--- src/hdl/sle_pkg.sv ---
// Shared types and constants for the serial line editor.
package sle_pkg;

   localparam int LINE_DEPTH_DEFAULT = 32;

   // Result kinds
   localparam logic [1:0] KIND_ECHO   = 2'd0;
   localparam logic [1:0] KIND_ERASE  = 2'd1;
   localparam logic [1:0] KIND_LINE   = 2'd2;
   localparam logic [1:0] KIND_STATUS = 2'd3;

   // Status codes
   localparam logic [1:0] STATUS_NONE    = 2'd0;
   localparam logic [1:0] STATUS_FRAMING = 2'd1;
   localparam logic [1:0] STATUS_OVERRUN = 2'd2;
   localparam logic [1:0] STATUS_INTR    = 2'd3;

   // Character codes
   localparam logic [7:0] CHAR_BEL    = 8'h07;
   localparam logic [7:0] CHAR_BS     = 8'h08;
   localparam logic [7:0] CHAR_TAB    = 8'h09;
   localparam logic [7:0] CHAR_LF     = 8'h0A;
   localparam logic [7:0] CHAR_CR     = 8'h0D;
   localparam logic [7:0] CHAR_SPACE  = 8'h20;
   localparam logic [7:0] CHAR_TILDE  = 8'h7E;
   localparam logic [7:0] CHAR_DEL    = 8'h7F;
   localparam logic [7:0] CHAR_HI_PRT = 8'hA0;
   localparam logic [7:0] CHAR_CTRL_C = 8'h03;
   localparam logic [7:0] CHAR_CTRL_R = 8'h12;
   localparam logic [7:0] CHAR_CTRL_U = 8'h15;
   localparam logic [7:0] CHAR_CTRL_W = 8'h17;

   typedef enum logic [2:0] {
      S_IDLE,
      S_DECODE,
      S_NL_LF,
      S_LINE,
      S_REPRINT,
      S_KILL,
      S_WORD_CHK,
      S_WORD_ERASE
   } state_type;

endpackage

--- src/hdl/sle_ram.sv ---
// Generic single-write, single-read RAM with registered read data.
module sle_ram #(
   parameter int WIDTH = 8,
   parameter int DEPTH = 32
) (
   input  logic                     clock,
   input  logic                     wr_en,
   input  logic [$clog2(DEPTH)-1:0] wr_addr,
   input  logic [WIDTH-1:0]         wr_data,
   input  logic [$clog2(DEPTH)-1:0] rd_addr,
   output logic [WIDTH-1:0]         rd_data
);

   logic [WIDTH-1:0] mem_ff [DEPTH];
   logic [WIDTH-1:0] rd_data_ff;

   always_ff @(posedge clock) begin
      if (wr_en) begin
         mem_ff[wr_addr] <= wr_data;
      end
      rd_data_ff <= mem_ff[rd_addr];
   end

   assign rd_data = rd_data_ff;

endmodule

--- src/hdl/serial_line_editor.sv ---
// Serial line editor top level: decoder, sequencer and line store.
//
// Takes one received byte per item and answers with zero to LINE_DEPTH+2
// result items, the final one flagged by rsp_last. An item is latched when
// accepted and then decoded; after that each result is issued as soon as
// the result side can take it, that is while rsp_valid is low or rsp_ready
// is high. The stored line is walked through the single read port of the
// line RAM, one byte per cycle while rsp_ready stays high, with the address
// taken from the next-state index so the registered read data is ready when
// the byte is used. The next item is taken only once the current one has
// issued its last result. The line RAM needs no clearing after reset: only bytes below the fill count are ever used.
module serial_line_editor #(
   parameter int LINE_DEPTH = sle_pkg::LINE_DEPTH_DEFAULT
) (
   input  logic       clock,
   input  logic       reset,
   input  logic       req_valid,
   output logic       req_ready,
   input  logic [7:0] req_rx_byte,
   input  logic       req_framing_error,
   input  logic       req_overrun_error,
   output logic       rsp_valid,
   input  logic       rsp_ready,
   output logic [1:0] rsp_kind,
   output logic [7:0] rsp_value,
   output logic [1:0] rsp_status,
   output logic       rsp_last
);

   localparam int AW = $clog2(LINE_DEPTH);

   sle_pkg::state_type state_ff, state_in;
   logic [AW-1:0] fill_ff, fill_in;
   logic [AW-1:0] idx_ff, idx_in;
   logic [7:0]    byte_ff;
   logic          fe_ff, ov_ff;

   logic          rsp_valid_ff;
   logic [1:0]    kind_ff, status_ff;
   logic [7:0]    value_ff;
   logic          last_ff;

   logic          out_free;
   logic          emit;
   logic [1:0]    e_kind, e_status;
   logic [7:0]    e_value;
   logic          e_last;

   logic          wr_en;
   logic [7:0]    rd_data;
   logic [7:0]    c;
   logic          printable;

   sle_ram #(
      .WIDTH (8),
      .DEPTH (LINE_DEPTH)
   ) u_line_ram (
      .clock   (clock),
      .wr_en   (wr_en),
      .wr_addr (fill_ff),
      .wr_data (c),
      .rd_addr (idx_in),
      .rd_data (rd_data)
   );

   assign out_free = !rsp_valid_ff || rsp_ready;

   // CR folds to LF, TAB to space
   always_comb begin
      c = byte_ff;
      if (byte_ff == sle_pkg::CHAR_CR) begin
         c = sle_pkg::CHAR_LF;
      end else if (byte_ff == sle_pkg::CHAR_TAB) begin
         c = sle_pkg::CHAR_SPACE;
      end
   end

   assign printable = (c >= sle_pkg::CHAR_SPACE && c <= sle_pkg::CHAR_TILDE) ||
                      (c >= sle_pkg::CHAR_HI_PRT);

   always_comb begin
      state_in  = state_ff;
      fill_in   = fill_ff;
      idx_in    = idx_ff;
      emit      = 1'b0;
      e_kind    = sle_pkg::KIND_ECHO;
      e_value   = 8'h00;
      e_status  = sle_pkg::STATUS_NONE;
      e_last    = 1'b0;
      wr_en     = 1'b0;
      req_ready = 1'b0;

      unique case (state_ff)
         sle_pkg::S_IDLE: begin
            req_ready = 1'b1;
            if (req_valid) begin
               state_in = sle_pkg::S_DECODE;
            end
         end

         sle_pkg::S_DECODE: begin
            if (out_free) begin
               state_in = sle_pkg::S_IDLE;
               if (fe_ff || ov_ff) begin
                  emit     = 1'b1;
                  e_kind   = sle_pkg::KIND_STATUS;
                  e_status = fe_ff ? sle_pkg::STATUS_FRAMING : sle_pkg::STATUS_OVERRUN;
                  e_last   = 1'b1;
                  fill_in  = '0;
               end else if (c == sle_pkg::CHAR_LF) begin
                  emit     = 1'b1;
                  e_value  = sle_pkg::CHAR_CR;
                  idx_in   = '0;
                  state_in = sle_pkg::S_NL_LF;
               end else if (printable) begin
                  emit   = 1'b1;
                  e_last = 1'b1;
                  if (fill_ff >= AW'(LINE_DEPTH - 1)) begin
                     e_value = sle_pkg::CHAR_BEL;
                  end else begin
                     wr_en   = 1'b1;
                     fill_in = fill_ff + AW'(1);
                     e_value = c;
                  end
               end else begin
                  unique case (c) inside
                     sle_pkg::CHAR_CTRL_C: begin
                        emit     = 1'b1;
                        e_kind   = sle_pkg::KIND_STATUS;
                        e_status = sle_pkg::STATUS_INTR;
                        e_last   = 1'b1;
                        fill_in  = '0;
                     end
                     sle_pkg::CHAR_BS, sle_pkg::CHAR_DEL: begin
                        if (fill_ff != '0) begin
                           emit    = 1'b1;
                           e_kind  = sle_pkg::KIND_ERASE;
                           e_last  = 1'b1;
                           fill_in = fill_ff - AW'(1);
                        end
                     end
                     sle_pkg::CHAR_CTRL_R: begin
                        emit    = 1'b1;
                        e_value = sle_pkg::CHAR_CR;
                        e_last  = (fill_ff == '0);
                        idx_in  = '0;
                        if (fill_ff != '0) begin
                           state_in = sle_pkg::S_REPRINT;
                        end
                     end
                     sle_pkg::CHAR_CTRL_U: begin
                        if (fill_ff != '0) begin
                           state_in = sle_pkg::S_KILL;
                        end
                     end
                     sle_pkg::CHAR_CTRL_W: begin
                        if (fill_ff != '0) begin
                           idx_in   = fill_ff - AW'(1);
                           state_in = sle_pkg::S_WORD_CHK;
                        end
                     end
                     default: begin
                     end
                  endcase
               end
            end
         end

         sle_pkg::S_NL_LF: begin
            if (out_free) begin
               emit     = 1'b1;
               e_value  = sle_pkg::CHAR_LF;
               state_in = sle_pkg::S_LINE;
            end
         end

         // rd_data holds the byte at idx_ff
         sle_pkg::S_LINE: begin
            if (out_free) begin
               emit   = 1'b1;
               e_kind = sle_pkg::KIND_LINE;
               if (idx_ff == fill_ff) begin
                  e_value  = sle_pkg::CHAR_LF;
                  e_last   = 1'b1;
                  fill_in  = '0;
                  state_in = sle_pkg::S_IDLE;
               end else begin
                  e_value = rd_data;
                  idx_in  = idx_ff + AW'(1);
               end
            end
         end

         sle_pkg::S_REPRINT: begin
            if (out_free) begin
               emit    = 1'b1;
               e_value = rd_data;
               e_last  = (idx_ff + AW'(1) == fill_ff);
               if (e_last) begin
                  state_in = sle_pkg::S_IDLE;
               end else begin
                  idx_in = idx_ff + AW'(1);
               end
            end
         end

         sle_pkg::S_KILL: begin
            if (out_free) begin
               emit    = 1'b1;
               e_kind  = sle_pkg::KIND_ERASE;
               e_last  = (fill_ff == AW'(1));
               fill_in = fill_ff - AW'(1);
               if (e_last) begin
                  state_in = sle_pkg::S_IDLE;
               end
            end
         end

         // rd_data is the byte just before the cursor
         sle_pkg::S_WORD_CHK: begin
            if (rd_data == sle_pkg::CHAR_SPACE) begin
               state_in = sle_pkg::S_IDLE;
            end else begin
               state_in = sle_pkg::S_WORD_ERASE;
               if (fill_ff != AW'(1)) begin
                  idx_in = idx_ff - AW'(1);
               end
            end
         end

         // erase of the byte at fill-1 is pending; rd_data looks one byte ahead
         sle_pkg::S_WORD_ERASE: begin
            if (out_free) begin
               emit    = 1'b1;
               e_kind  = sle_pkg::KIND_ERASE;
               e_last  = (fill_ff == AW'(1)) || (rd_data == sle_pkg::CHAR_SPACE);
               fill_in = fill_ff - AW'(1);
               if (e_last) begin
                  state_in = sle_pkg::S_IDLE;
               end else begin
                  idx_in = idx_ff - AW'(1);
               end
            end
         end

         default: begin
            state_in = sle_pkg::S_IDLE;
         end
      endcase
   end

   always_ff @(posedge clock) begin
      if (reset) begin
         state_ff     <= sle_pkg::S_IDLE;
         fill_ff      <= '0;
         idx_ff       <= '0;
         rsp_valid_ff <= 1'b0;
      end else begin
         state_ff <= state_in;
         fill_ff  <= fill_in;
         idx_ff   <= idx_in;
         if (emit) begin
            rsp_valid_ff <= 1'b1;
         end else if (rsp_ready) begin
            rsp_valid_ff <= 1'b0;
         end
      end
   end

   always_ff @(posedge clock) begin
      if (req_valid && req_ready) begin
         byte_ff <= req_rx_byte;
         fe_ff   <= req_framing_error;
         ov_ff   <= req_overrun_error;
      end
      if (emit) begin
         kind_ff   <= e_kind;
         value_ff  <= e_value;
         status_ff <= e_status;
         last_ff   <= e_last;
      end
   end

   assign rsp_valid  = rsp_valid_ff;
   assign rsp_kind   = kind_ff;
   assign rsp_value  = value_ff;
   assign rsp_status = status_ff;
   assign rsp_last   = last_ff;

endmodule
--- config.mk ---
export PLATFORM = sky130hd
export DESIGN_NAME = serial_line_editor
export DESIGN_NICKNAME = d
export VERILOG_FILES = /design/src/hdl/sle_pkg.sv /design/src/hdl/sle_ram.sv /design/src/hdl/serial_line_editor.sv
export SDC_FILE = /design/constraint.sdc
export NUM_CORES = 1
export LEC_CHECK = 0
export ABC_CLOCK_PERIOD_IN_PS = 3600
export BUFFER_PORTS_ARGS = -buffer_cell sky130_fd_sc_hd__buf_2
export CORE_ASPECT_RATIO = 0.7
export CORE_UTILIZATION = 25
export CTS_CLUSTER_SIZE = 14
export DETAILED_ROUTE_END_ITERATION = 10
export HOLD_SLACK_MARGIN = 0.06
export SETUP_SLACK_MARGIN = 0.02
export SLEW_MARGIN = 5
export SYNTH_ARGS = -nofsm -noshare
export SYNTH_HDL_FRONTEND = slang
export SYNTH_SLANG_ARGS = --single-unit
export TNS_END_PERCENT = 20
--- constraint.sdc ---
create_clock -name clock -period 3.6 [get_ports clock]
set_input_delay 0.54 -clock clock [delete_from_list [all_inputs] [get_ports clock]]
set_output_delay 0.54 -clock clock [all_outputs]
set_load 0.01 [all_outputs]
==> After elaboration in Yosys (flattened, before gate mapping) <==
Memories as Yosys holds them, arrays and structs flattened. A register that Yosys moved wholly into a read port is not among the register bits.
Index checks and enable logic that the tools add are counted.
{ "classes": {"n_addsub": 4, "magnitude_cmp": 4, "eq_ne": 37, "mux": 103, "n_reduce_logical": 19} }
{ "ops": {"columns": ["operator", "count"], "rows": [
  ["2-to-1 mux 5 bit", 22],
  ["2-to-1 mux 8 bit", 10],
  ["2-to-1 mux 3 bit", 18],
  ["equality test 8 x 4 -> 1 bit, second input constant", 4],
  ["case mux 8 bit (4 select lines)", 1],
  ["2-to-1 mux 1 bit", 28],
  ["case mux 5 bit (5 select lines)", 1],
  ["equality test 8 x 5 -> 1 bit, second input constant", 3],
  ["case mux 3 bit (8 select lines)", 1],
  ["inequality test 2 bit, second input constant", 11],
  ["2-to-1 mux 2 bit", 10],
  ["case mux 5 bit (2 select lines)", 2],
  ["case mux 5 bit (3 select lines)", 1],
  ["equality test 3 bit, second input constant", 4],
  ["AND reduction 11 bit", 1],
  ["adder 5 x 1 -> 5 bit, second input constant", 2],
  ["equality test 5 bit", 2],
  ["subtractor 5 x 1 -> 5 bit, second input constant", 2],
  ["case mux 3 bit (3 select lines)", 1],
  ["AND reduction 9 bit", 1],
  ["equality test 8 x 2 -> 1 bit, second input constant", 1],
  ["equality test 8 x 6 -> 1 bit, second input constant", 1],
  ["equality test 8 x 7 -> 1 bit, second input constant", 1],
  [">= comparator 8 x 6 -> 1 bit, second input constant", 1],
  ["29 further kinds", 38]
]} }
{ "word_totals": {"ff_bits": 37, "mem_bits_rw": 256, "in_bits": 14, "out_inout_bits": 15, "elab_cells": 179, "n_memories": 1} }
{ "mem_list": {"columns": ["memory", "depth", "width", "read_ports", "rd_ports_with_merged_regs", "write_ports", "line_no", "rtl"], "rows": [
  ["u_line_ram.mem_ff", 32, 8, 1, 1, 1, "sle_ram.sv:14", "logic [WIDTH-1:0] mem_ff [DEPTH];"]
]} }

==> Logic depth before layout (Yosys ltp) <==
Gate-level depths: netlist (run 1).
{ "logic_depth": {"word_depth": 13, "mapped_depth": 17, "ltp_nobuf": 12} }

==> Modules after synthesis <==
From an unflattened synthesis (run 1), not the netlist that was laid out.
{ "hier_totals": {"cells_unflattened": 765, "area_unflattened_um2": 12934.9} }
{ "modules_own_cells": {"columns": ["mod", "n_inst", "cells_each", "area_per_inst_um2"], "rows": [
  ["sle_ram", 1, 417, 10053.4],
  ["serial_line_editor", 1, 348, 2881.5]
]} }

==> Worst setup path after synthesis (run 1) <==
Ideal clock, no wire load.
{ "synth_path": {"kind": "reg2reg", "startpoint": "reg fill_ff[0]", "endpoint": "reg u_line_ram.rd_data_ff[0] (netlist: u_line_ram.rd_data[0]) (read register of u_line_ram.mem_ff)", "setup_time_ps": 118, "t_arrival_ps": 3266, "t_required_ps": 3482, "slack_ps": 216, "stages_incl_launch_ff": 14, "n_path_buf": 1, "synth_period_minus_slack_ps": 3384, "cell_sequence": "dfxtp_1 -> buf_2 -> inv_1 -> ha_1 -> nor3b_1 -> mux2_2 -> o2111a_1 -> a311oi_1 -> o21a_1 -> o32ai_2 -> nor4_1 -> a22oi_1 -> nand4_1 -> nor3_1"} }
{ "synth_via": {"elab_chain_cells": 8} }
{ "synth_lines": {"columns": ["element", "line_no", "rtl"], "rows": [
  ["from (decl)", "serial_line_editor.sv:33", "logic [AW-1:0] fill_ff, fill_in;"],
  ["from (signal assigned)", "serial_line_editor.sv:260", "fill_ff <= fill_in;"],
  ["subtractor 5 x 1 -> 5 bit or nonzero test 5 bit (tied branches)", "serial_line_editor.sv:158, serial_line_editor.sv:157", null],
  ["2-to-1 mux 5 bit", "serial_line_editor.sv:157", "if (fill_ff != '0) begin"],
  ["case mux 5 bit (2 select lines)", "serial_line_editor.sv:126", "unique case (c) inside"],
  ["2-to-1 mux 5 bit", "serial_line_editor.sv:115", "end else if (printable) begin"],
  ["2-to-1 mux 5 bit", "serial_line_editor.sv:110", "end else if (c == sle_pkg::CHAR_LF) begin"],
  ["2-to-1 mux 5 bit", "serial_line_editor.sv:104", "if (fe_ff || ov_ff) begin"],
  ["2-to-1 mux 5 bit", "serial_line_editor.sv:102", "if (out_free) begin"],
  ["case mux 5 bit (5 select lines) (*)", "serial_line_editor.sv:93", "unique case (state_ff)"],
  ["to (decl)", "sle_ram.sv:15", "logic [WIDTH-1:0] rd_data_ff;"]
]} }
Every way passes the cells marked *; elsewhere a longest branch is shown, timed or not.
A chain may end at the register's enable or synchronous reset.

==> Final worst setup path (run 1) <==
{ "layout_path": {"startpoint": "reg byte_ff[6]", "endpoint": "reg u_line_ram.rd_data_ff[0] (netlist: u_line_ram.rd_data[0]) (read register of u_line_ram.mem_ff)"} }
{ "layout_via": {"elab_chain_cells": 11} }
{ "layout_lines": {"columns": ["element", "line_no", "rtl"], "rows": [
  ["from (decl)", "serial_line_editor.sv:35", "logic [7:0] byte_ff;"],
  ["from (signal assigned)", "serial_line_editor.sv:272", "byte_ff <= req_rx_byte;"],
  ["equality test 8 x 4 -> 1 bit", "serial_line_editor.sv:73", "end else if (byte_ff == sle_pkg::CHAR_TAB) begin"],
  ["2-to-1 mux 8 bit", "serial_line_editor.sv:73", null],
  ["2-to-1 mux 8 bit (*)", "serial_line_editor.sv:71", "if (byte_ff == sle_pkg::CHAR_CR) begin"],
  [">= comparator 8 x 6 -> 1 bit or less-or-equal comparator 8 x 7 -> 1 bit (tied branches)", "serial_line_editor.sv:78", "assign printable = (c >= sle_pkg::CHAR_SPACE && c <= sle_pkg::CHAR_TILDE) ||"],
  ["logical AND 1 bit", "serial_line_editor.sv:78", null],
  ["logical OR 1 bit", "serial_line_editor.sv:78", null],
  ["2-to-1 mux 5 bit", "serial_line_editor.sv:115", null],
  ["2-to-1 mux 5 bit (*)", "serial_line_editor.sv:110", null],
  ["2-to-1 mux 5 bit (*)", "serial_line_editor.sv:104", null],
  ["2-to-1 mux 5 bit (*)", "serial_line_editor.sv:102", null],
  ["case mux 5 bit (5 select lines) (*)", "serial_line_editor.sv:93", null]
]} }
Marks and branches as above.

==> run summary, run 1 <==
Non-Filler Instances - 1867
Yosys cell types - 77
Fill count - 5202
Iter 0 DRT Violations - 1152
GRT met2 Usage - 18.72%
Crit share post-route - 99.14%
Final WL - 38190 um
Chip Width - 278.7 um
Global route overflow - 0
Area growth syn-to-layout - 25.78%
Starting density of the core - 25.50%
Max H-tree Level - 1
Ports - 29
Nets - 1182
Setup violators final - 0
Initial antenna violation count - 0
Mapped Area - 13400 sq um
Detail Placement HPWL - 26570 um
Final Critical Period - 3.569 ns
Status - completed
Post-Synthesis Cells - 980
RSZ-0062 raised after global routing - true
Via/cell ratio - 4.980
Critical path class - flop to flop
Slew HR - 34.96%
Clock Sink Count - 301
Data arrival, critical path - 4.04 ns
Placed cell area - 15410 sq um
Row count - 70
Synthesized flop and latch total - 301
Inst Count DP - 1795
Worst setup margin - 0.03100 ns
M1 GR Usage - 21.41%
Design area - 16850 sq um
Synth top area cells - edfxtp_1 63%, mux2i_1 7.8%, dfxtp_1 3.3%
Most common cell in the netlist - edfxtp_1
Measured slew at the worst slew-check pin - 0.9620 ns
CTS Buf Count - 29
GRT Overall Usage - 13.61%
Most used flip-flop cell after synthesis - edfxtp_1
Fin util - 32.07%
Sequential fraction of the synthesis area - 65.82%
Crit. End Element - flop
Later-pin clock latency in the skew report - 0.56 ns
Crit path launch type - flop
Post-synth EDFFs - 279
Routability Congestion - 0.8953
Top cells by count, synth - 279 x edfxtp_1, 105 x mux2i_1, 76 x nor2_1, 73 x nand2_1, 43 x a22oi_1
Fmax achieved - 280.2 MHz
Clock skew - 0.01546 ns
VDD IR max - 513.8 uV
Syn_area_per_cell - 13.67 sq um
I/O Buffers - 28
Deepest clock path buffer count - 3
Yosys top cell area share - 62.53%
CTS tree - done
Cell Pwr Density - 813.7 nW/um^2
Largest area contributor in the netlist - edfxtp_1
Hold Vio Cnt, Final - 0
Die height - 195.7 um
DRC viols - 0
Largest net degree at the start of global routing - 38
Clk pin slew, worst setup/hold paths - 0.07 ns
Max-cap violations - 0
Met3 GRT Util - 3.144%
DIE AREA - 54540 sq um
Hold Path Class - input port to flop
Number of global-route vias before repair - 8931
Post-route ant nets - 0
First-pass GRT wire length - 56480 um
CP required - 4.07 ns
Core footprint - 52550 sq um
Pre-antenna DRT Iters - 6
Static Leakage - 6.044 nW
Final Max Slew Viols - 0
Vias - 9298
Routed len/inst - 20.46 um
Max FO, Critical Path - 18
Share of layout cells above drive strength 1 - 27.64%
Fraction of registers with async set/reset - 0%
Warnings from Yosys - 0
Pre-CTS setup slack - -0.1702 ns
Diodes inserted - 0
Root Buffer - clkbuf_16
Hold Slack - 0.1592 ns
Most used routing layer in global routing - met1
Synth Net Count - 1002
-- worst paths after layout --
kind	start	endpoint	slack (ns)	depth (start not counted)
hold reg to reg	fill_ff[4]	fill_ff[4]	0.56	2
hold / removal	req_rx_byte[0]	byte_ff[0]	0.16	1
setup reg to reg	byte_ff[6]	u_line_ram.rd_data[0]	0.03	13
setup / recovery	byte_ff[6]	u_line_ram.rd_data[0]	0.03	13
-- through the flow --
step,power [mW],TNS (ns)
5_1_grt,14.32,-0.3644
3_5_place_dp,9.921,-0.6955
6_report,13.71,0
2_1_floorplan,7.814,0
4_1_cts,13.17,0
3_3_place_gp,9.888,-0.6828
-- power by group --
| part | switching, mW | total (mW) | internal [mW] |
|---|---|---|---|
| logic | 3.52 | 6.25 | 2.73 |
| registers | 0.191 | 4.43 | 4.24 |
| clock network | 1.29 | 3.04 | 1.75 |
-- logic make-up after synthesis --
kind of cell | Yosys count | share of synthesized area [%]
flip-flops | 301 | 65.82
multiplexers | 106 | 7.929
AO/OA/AOI/OAI | 192 | 10.69
XOR/XNOR | 12 | 0.7845
adder cells (fa/ha/maj) | 8 | 0.7471
AND/OR/NAND/NOR | 288 | 11.40
buffers and inverters | 73 | 2.624
-- cell usage in the layout, fill, tap and decap left out, types with 4 or more instances in the layout --
master | netlist | routed
nor3b_1 | 7 | 7
dfxtp_1 | 22 | 19
nand4_1 | 15 | 15
nor4_2 | 8 | 8
a21oi_1 | 29 | 27
a32oi_1 | 23 | 20
o21a_1 | 6 | 6
nand2_1 | 73 | 73
a22oi_2 | 0 | 17
nor3_1 | 17 | 15
buf_12 | 0 | 6
ha_1 | 8 | 7
xnor2_1 | 9 | 9
nor4_1 | 11 | 10
buf_2 | 20 | 28
nand2b_1 | 10 | 10
and3_1 | 6 | 6
nand3_1 | 13 | 13
and2_1 | 8 | 8
clkbuf_1 | 26 | 8
a211oi_1 | 7 | 6
edfxtp_1 | 279 | 279
nor2_1 | 76 | 74
o211ai_1 | 12 | 12
buf_4 | 3 | 165
a22o_1 | 4 | 4
or3_1 | 5 | 5
nor2b_1 | 7 | 6
nand3b_1 | 6 | 6
or2_2 | 4 | 4
mux2i_1 | 105 | 101
a22oi_1 | 43 | 26
clkbuf_16 | 0 | 31
clkinvlp_4 | 0 | 4
inv_1 | 15 | 13
o21ai_0 | 18 | 18
-- cell type report --
class | instances | area (sq um) | area share (%)
flip-flops and latches | 301 | 8822 | 52.35
multi-input cells | 606 | 4504 | 26.73
well taps | 684 | 855.8 | 5.079
clock inverters | 15 | 163.9 | 0.9727
clock buffers | 39 | 783.3 | 4.648
inverters | 15 | 56.30 | 0.3341
repair buffers | 207 | 1665 | 9.883
-- state kept, by name, indices dropped and copies added (netlist names) --
| name | flops |
|---|---|
| idx_ff | 5 |
| rsp_last | 1 |
| byte_ff | 8 |
| state_ff | 3 |
| fill_ff | 5 |
| fe_ff | 1 |
| ov_ff | 1 |
| rsp_status | 2 |
| rsp_value | 8 |
| rsp_valid | 1 |
| rsp_kind | 2 |
| u_line_ram.mem_ff | 256 |
| u_line_ram.rd_data | 8 |
-- per-layer routing --
metal  share of wire [%]  vias up
met1                  49     4688
met5                   0        -
met2                  41      361
met4                 1.6        0
met3                 9.1       43
li1                    -     4206
-- critical path, stage by stage (launching register included) --
cell      delay (ns)
edfxtp_1        0.39
or4_4           0.59
or4_4           0.47
a31o_1          0.23
a211oi_4        0.31
o32ai_2         0.13
nor2_4          0.20
buf_12          0.15
buf_12          0.11
buf_16          0.17
mux2i_1         0.09
a22oi_1         0.28
nand4_1         0.15
nor3_1          0.21
-- what timing repair did --
item,CTS,global route
buffers inserted,0,15
gates cloned,1,2
setup endpoints to repair,8,8
gates resized for setup,16,43
pin swaps,1,11
hold buffers,0,0
(Power assumes the default switching activity.)
==> run 2, diff against run 1 <==
--- a/config.mk
+++ b/config.mk
@@ -6,11 +6,11 @@
 export NUM_CORES = 1
 export LEC_CHECK = 0
 export ABC_CLOCK_PERIOD_IN_PS = 3600
-export BUFFER_PORTS_ARGS = -buffer_cell sky130_fd_sc_hd__buf_2
 export CORE_ASPECT_RATIO = 0.7
 export CORE_UTILIZATION = 25
 export CTS_CLUSTER_SIZE = 14
 export DETAILED_ROUTE_END_ITERATION = 10
+export DONT_BUFFER_PORTS = 1
 export HOLD_SLACK_MARGIN = 0.06
 export SETUP_SLACK_MARGIN = 0.02
 export SLEW_MARGIN = 5
==> run 2 against run 1 <==
The run now ends with negative setup slack left. Sequential power grew 1%. Die area did not move. Via count fell by 2.1%. Clock skew down 0.0044 ns. Fmax decreased by 3.7%. Clock-buffer cell count increased by 1. Flip-flop and latch count is the same. First-iteration DRC count shrank 24%. Power decreased by 1.0%. Sequential share of layout area decreased by 0.073 points. Register-to-register slack got worse by 0.14 ns. Critical path type unchanged.
==> run summary, run 2 (synthesis gave the netlist of run 1 again) <==
Status - finished with violations
Failing checks - negative setup slack
Crit path launch type - flop
RR Startpoint - byte_ff[3]
Initial antenna violation count - 0
FF-to-FF End - u_line_ram.rd_data[7]
DIE AREA - 54540 sq um
Fmax achieved - 269.8 MHz
Chip Width - 278.7 um
Max H-tree Level - 1
Clock Sink Count - 301
Measured slew at the worst slew-check pin - 0.7821 ns
Max FFs per register - 256
Routed len/inst - 20.12 um
Crit-path max cell delay - 0.59 ns
Worst Hold Launch - rsp_ready
Slew HR - 47.69%
Core footprint - 52550 sq um
Iter 0 DRT Violations - 878
Die height - 195.7 um
Number of global-route vias before repair - 8864
CP required - 4.03 ns
Crit. End Element - flop
Post-route ant nets - 0
Most frequent cells in the layout - 279 x edfxtp_1, 187 x buf_4, 103 x mux2i_1
Pre-CTS setup slack - -0.2908 ns
RSZ-0062 raised after global routing - true
Worst Path Buf+Inv - 2
Commonest non-fill, non-tap cell in the layout - edfxtp_1
Final Max Slew Viols - 0
Hold Path End - rsp_valid
Pre-antenna DRT Iters - 5
Hold Path Class - input port to flop
Crit-path leading delay family - simple AND/OR/NAND/NOR gates
Tot Pwr - 13.57 mW
Data arrival, critical path - 4.14 ns
Cells on Worst Hold Path - 4
Global route overflow - 0
Final Critical Period - 3.706 ns
Max FO, Critical Path - 7
DRC viols - 0
Most common cell on crit path - or4_4
Worst setup margin - -0.1061 ns
Fin util - 32.11%
Clk pin slew, worst setup/hold paths - 0.06 ns
Biggest register - u_line_ram.mem_ff
Largest net degree at the start of global routing - 41
Root Buffer - clkbuf_16
Reg2reg setup slack - -0.11 ns
Deepest clock path buffer count - 3
Hold Slack - 0.3507 ns
Cells on worst reg2reg path - 12
Share of layout cells above drive strength 1 - 25.06%
Setup violators final - 8
Starting density of the core - 25.50%
Crit share post-route - 102.9%
Static Leakage - 6.084 nW
Cell Pwr Density - 804.5 nW/um^2
CTS Buf Count - 30
Area growth syn-to-layout - 25.93%
Critical path class - flop to flop
Critical path, cell by cell - or4_4, or4_4, a31o_1, a211oi_4, o32ai_4, nor2_4, buf_4, and3_1, buf_6, a32oi_1, o211ai_1, nor3_1
Fill count - 5214
Max-cap violations - 0
First-pass GRT wire length - 56640 um
GRT Overall Usage - 13.63%
Final WL - 37710 um
Vias - 9101
Nets - 1187
Detail Placement HPWL - 26960 um
Routability Congestion - 0.9362
Hold Vio Cnt, Final - 0
CTS tree - done
Later-pin clock latency in the skew report - 0.57 ns
Row count - 70
Slowest CP cell - or4_4
Ports - 29
I/O Buffers - 0
Clock skew - 0.01101 ns
Via/cell ratio - 4.856
VDD IR max - 513.1 uV
-- run 2: cell count changes in the layout (fill, tap and decap cells not counted), sizes merged --
cell	previous run	this run
buf	205	199
bufinv	3	2
clkinv	6	9
diode	0	1
dlygate4sd3	0	11
inv	17	16
-- run 2: how the worst max path moves through the flow --
stage                           from  slack (ns)  cells past startpoint                     to
after floorplan           fill_ff[0]        0.22                     13  u_line_ram.rd_data[0]
after global placement    fill_ff[1]       -0.40                     17  u_line_ram.rd_data[5]
after detailed placement  fill_ff[1]       -0.29                     17  u_line_ram.rd_data[1]
after CTS                 byte_ff[6]        0.01                     12  u_line_ram.rd_data[0]
after global routing      byte_ff[3]       -0.17                     12  u_line_ram.rd_data[7]
final                     byte_ff[3]       -0.11                     12  u_line_ram.rd_data[7]
-- run 2: what timing repair did --
action	CTS	global route
pin swaps	8	8
endpoints found under the setup margin	8	8
setup buffers	3	8
resized for setup	25	13
cloned	0	1
hold buffers	11	0
hold endpoints to repair	24	0
-- run 2: worst min-delay path, cell delays in order --
cell     delay (ns)
nor2b_1        0.02
buf_4          0.16
nor2_1         0.10
nor2_1         0.04
-- run 2: stage by stage --
| step | setup TNS, ns | cells | instance area [sq um] |
|---|---|---|---|
| 2_1_floorplan | 0 | 980 | 13400 |
| 3_3_place_gp | -2.539 | 1794 | 15470 |
| 3_5_place_dp | -2.202 | 1794 | 15470 |
| 4_1_cts | 0 | 1864 | 16720 |
| 5_1_grt | -1.199 | 1873 | 16870 |
| 6_report | -0.3051 | 1874 | 16870 |
-- run 2: final cells by class --
class / count / area, sq um / share of cell area, %
flip-flops and latches: 301 / 8821 / 52.28
multi-input cells: 606 / 4393 / 26.04
repair buffers: 211 / 1764 / 10.46
well taps: 684 / 855.8 / 5.072
clock buffers: 40 / 829.5 / 4.917
clock inverters: 16 / 150.1 / 0.8899
inverters: 15 / 56.30 / 0.3337
diodes: 1 / 2.502 / 0.01483
-- run 2: metal layers --
metal | up-vias | track usage, % | wire, um
met5 | - | 0 | 0
met4 | 0 | 2.544 | 498
met3 | 40 | 3.287 | 2965
met2 | 298 | 19.33 | 15610
met1 | 4551 | 20.86 | 18630
li1 | 4212 | - | -
-- run 2: where the power goes --
group | internal (mW) | leakage [nW] | switching (mW) | total, mW
clock | 1.77 | 0.471 | 1.36 | 3.13
sequential | 4.24 | 2.71 | 0.243 | 4.48
combinational | 2.62 | 2.91 | 3.34 | 5.96
